[src/tmbl_cdiv.sv]
// Pipelined divide of an unsigned value by a constant: reciprocal multiply,
// back multiply and one correction step. Three register stages, no package use.
`default_nettype none

module tmbl_cdiv #(
  parameter int unsigned IN_W    = 10,
  parameter int unsigned DIVISOR = 5,
  parameter int unsigned Q_W     = 5,
  parameter int unsigned REM_W   = 3
) (
  input  logic             clk_i,
  input  logic             en_i,
  input  logic [IN_W-1:0]  dividend_i,
  output logic [Q_W-1:0]   quot_o,
  output logic [REM_W-1:0] rem_o
);

  localparam int unsigned RECIP = (2 ** IN_W) / DIVISOR;
  localparam int unsigned R_W   = $clog2(RECIP + 1);
  localparam int unsigned D_W   = $clog2(DIVISOR + 1);
  localparam int unsigned DR_W  = D_W + 1;
  localparam int unsigned P_W   = IN_W + R_W;
  localparam int unsigned BK_W  = R_W + D_W;

  localparam logic [R_W-1:0]  RECIP_V = R_W'(RECIP);
  localparam logic [DR_W-1:0] DIV_V   = DR_W'(DIVISOR);

  logic [P_W-1:0]  prod_q;
  logic [IN_W-1:0] dvd_q;
  logic [R_W-1:0]  qest;
  logic [BK_W-1:0] back;
  logic [IN_W-1:0] diff;
  logic [R_W-1:0]  qest_q;
  logic [DR_W-1:0] rest_q;
  logic [R_W-1:0]  quot_d, quot_q;
  logic [DR_W-1:0] rem_d, rem_q;

  // stage a: estimate from the floor reciprocal, never above the true quotient
  always_ff @(posedge clk_i) begin
    if (en_i) begin
      prod_q <= P_W'(dividend_i) * P_W'(RECIP_V);
      dvd_q  <= dividend_i;
    end
  end

  // stage b: remainder of the estimate, below twice the divisor
  assign qest = prod_q[P_W-1:IN_W];
  assign back = BK_W'(qest) * BK_W'(DIV_V);
  assign diff = dvd_q - IN_W'(back);

  always_ff @(posedge clk_i) begin
    if (en_i) begin
      qest_q <= qest;
      rest_q <= diff[DR_W-1:0];
    end
  end

  // stage c: single correction
  always_comb begin
    if (rest_q >= DIV_V) begin
      quot_d = qest_q + R_W'(1);
      rem_d  = rest_q - DIV_V;
    end else begin
      quot_d = qest_q;
      rem_d  = rest_q;
    end
  end

  always_ff @(posedge clk_i) begin
    if (en_i) begin
      quot_q <= quot_d;
      rem_q  <= rem_d;
    end
  end

  assign quot_o = Q_W'(quot_q);
  assign rem_o  = REM_W'(rem_q);

endmodule

`default_nettype wire

[config.mk]
export PLATFORM = sky130hd
export DESIGN_NAME = tmbl_cdiv
export DESIGN_NICKNAME = d
export VERILOG_FILES = /design/src/tmbl_cdiv.sv
export SDC_FILE = /design/constraint.sdc
export NUM_CORES = 1
export LEC_CHECK = 0
export BUFFER_PORTS_ARGS = -buffer_cell sky130_fd_sc_hd__buf_2
export CORE_MARGIN = 2
export CORE_UTILIZATION = 35
export DETAILED_ROUTE_END_ITERATION = 12
export GPL_ROUTABILITY_DRIVEN = 1
export GPL_TIMING_DRIVEN = 1
export PLACE_DENSITY = 0.5
export SLEW_MARGIN = 40
export SYNTH_ARGS = -nofsm -noshare
export SYNTH_HDL_FRONTEND = slang
export SYNTH_SLANG_ARGS = --single-unit
[constraint.sdc]
create_clock -name clk_i -period 5.5 [get_ports clk_i]
set_clock_uncertainty 0.05 [all_clocks]
set_input_delay 0.275 -clock clk_i [delete_from_list [all_inputs] [get_ports clk_i]]
set_output_delay 0.275 -clock clk_i [all_outputs]
set_load 0.05 [all_outputs]
==> results.yml <==
setup_path:
  r2r_cells: 6
  max_stage_delay_ns: 0.54
  crit_cells: 11
  crit_arrival_ns: 3.22
  worstPathCellList: "buf_2, ha_1, fa_1, inv_1, fa_1, inv_1, ha_1, and3_1, or3b_1, and2_4, a311oi_1"
  cp_max_fo: 4
  path_class: "input pin to flip-flop"
  worstSetupStartpointType: "input pin"
  required_ns: 5.54
  end_kind: "flip-flop"
  crit_family: "adder cells"
  slowest_stage: "fa_1"
  critPathBufInv: 3
grt:
  use_met2_pct: 21.9
  grt_use_met1_pct: 10.8
  overflow: 0
  grt_usage_pct: 10.8
  grt-busiest-layer: "met2"
  grt_pass1_wl_mm: 5.09
  antenna_found_initial: 0
  grt_max_degree: 27
  grt_pass1_vias: 1235
  met3_usage_pct: 1.05
drt:
  finalWirelength_mm: 2.87
  drt_first_iter_violations: 21
  dr.pass1.iters: 2
  vias: 1112
  ant_nets: 0
  drt-vias-per-instance: 4.50
  post_drt_wl_per_cell_um: 11.6
  drc: 0
power:
  p_leak_nw: 0.976
  power.density_mw_per_mm2: 477
  peakVddDrop_uv: 156
floorplan:
  io_pins: 20
  core_sq_mm: 0.00517
  die_h_um: 77.9
  design.die.area_sq_mm: 0.00606
  fp-row-count: 26
  initial_core_util_pct: 36.9
  die_width_um: 77.9
yosys:
  synthXorXnorAreaFrac_pct: 9.17
  yosys.area_share.adder_pct: 32.9
  synth-seq-area-share_pct: 40.9
  yosysWarnings: 0
  synth_cell_types: 25
  synth_compound_area_share_pct: 5.11
  netlist_area_sq_mm: 0.00191
  synth_top_family_by_area: "adder cells"
  synth_nets: 209
  syn_avg_cell_area_sq_um: 12.4
  ys_ff_latch: 26
  yosys.area_share.simple_pct: 4.52
  synthCells: 154
  yosys-mux-area-fraction_pct: 1.11
clock_tree:
  holdBufCountCts: 0
  clkSlewWorstSetupHoldPaths_ns: 0.09
  clock_latency_ns: 0.27
  cts_setup_buffers: 0
  cts_tree: "done"
  cts_repair_resize_count: 0
  clk_path_buf_depth: 2
  htreeDepth: 1
  cts.sinks: 26
  numCtsBuffers: 3
  root_buffer: "clkbuf_8"
cells_and_area:
  final_common_cell: "inv_1"
  nNetsFinal: 233
  finalNonFillerCells: 247
  n_antenna_cell: 0
  syn2layout_area_growth_pct: 11.9
  final_cell_mix: "inv_1, ha_1, edfxtp_1"
  final_layout_size_suffix_gt1_share_pct: 13.6
sta:
  drv_slew: 0
  worst_pin_slew_ns: 0.558
  fin_crit_ns: 3.18
  slew_headroom_pct: 62.8
  setup_viol: 0
  setup_tns_ns: 0
  finalHoldViolCount: 0
  hold_slack_ns: 0.174
  rsz0062_at_grt: "false"
  finalCritPeriodShare_pct: 57.9
  clock.fmax_ghz: 0.314
placement:
  gp_congestion: 0.809
  io_buffer_count: 19
  place_hpwl_mm: 2.43
  dp_cells: 243
min_path:
  hold_depth: 1
  hold_path.class: "input pin to flip-flop"
run_status:
  status: "finished, final reports clean"
flow_run:
  timing.max_cap.violations: 0
==> worst reg2reg max path, stage by stage (launching register included) <==
cell and delay (ns):
edfxtp_1 0.47, ha_1 0.34, ha_1 0.20, xnor2_1 0.13
xnor2_1 0.19, xnor2_1 0.15, xnor2_1 0.09
==> per-layer routing <==
metal / wire length (um) / part of all wire (%)
met5: 0 / 0
met4: 53 / 1.8
met3: 66 / 2.3
met2: 1630 / 57
met1: 1120 / 39
==> worst paths after layout <==
path              slack (ns)          start         end
setup / recovery        2.32  dividend_i[4]  prod_q[14]
hold / removal          0.17  dividend_i[0]    dvd_q[0]
setup reg to reg        3.64     prod_q[10]   rest_q[3]
hold reg to reg         0.38     prod_q[14]   qest_q[4]
==> stage by stage <==
step                      util (%)  total power [mW]  instance area (sq um)  setup slack, ns
after floorplan                  -             0.817                   1910             2.32
after global placement        40.4             0.908                   2090             2.12
after detailed placement      40.4             0.925                   2090             2.04
after CTS                     41.3              1.03                   2140             2.31
after global routing          41.3              1.12                   2140             2.16
final                         41.3              1.02                   2140             2.32
==> registers in the layout (all words and copies together), names as in the netlist <==
register	count
quot_q	5
prod_q	5
rest_q	4
rem_q	3
dvd_q	4
qest_q	5
==> kinds of logic after synthesis <==
| group | Yosys count |
|---|---|
| fa+ha+maj | 43 |
| buf+inv | 32 |
| flops | 26 |
| xor+xnor | 20 |
| simple gates | 17 |
| compound gates | 14 |
| mux | 2 |
==> where the power goes <==
| group | switching (mW) | internal [mW] | total, mW |
|---|---|---|---|
| registers | 0.0432 | 0.340 | 0.383 |
| clock network | 0.0567 | 0.0500 | 0.107 |
| logic | 0.298 | 0.233 | 0.531 |
==> synthesized netlist by cell type <==
cell	instances	share of area (%)
inv_1	32	6.3
ha_1	31	20
edfxtp_1	26	41
xnor2_1	19	8.7
fa_1	12	13
nand2_1	7	1.4
a21o_1	3	1.2
a21oi_1	3	0.79
nor2_1	3	0.59
a311oi_1	2	0.92
nand4_1	2	0.66
a211oi_1	1	0.39
a221oi_1	1	0.46
a31oi_1	1	0.33
and2_4	1	0.46
and3_1	1	0.33
mux2_2	1	0.59
mux2i_1	1	0.52
nand2b_1	1	0.33
nor2b_1	1	0.33
o211ai_1	1	0.39
o21ai_0	1	0.26
o21bai_1	1	0.39
or3b_1	1	0.46
xor2_1	1	0.46
==> area by class of cell <==
cell class                      count  area [sq um]
Fill cell                         499          3040
Multi-Input combinational cell     96          1010
Sequential cell                    26           781
Inverter                           32           120
Timing Repair Buffer               19          95.1
Tap cell                           70          87.6
Clock buffer                        3          41.3
Clock inverter                      1          3.75
Power figures use the tool's default switching activity.
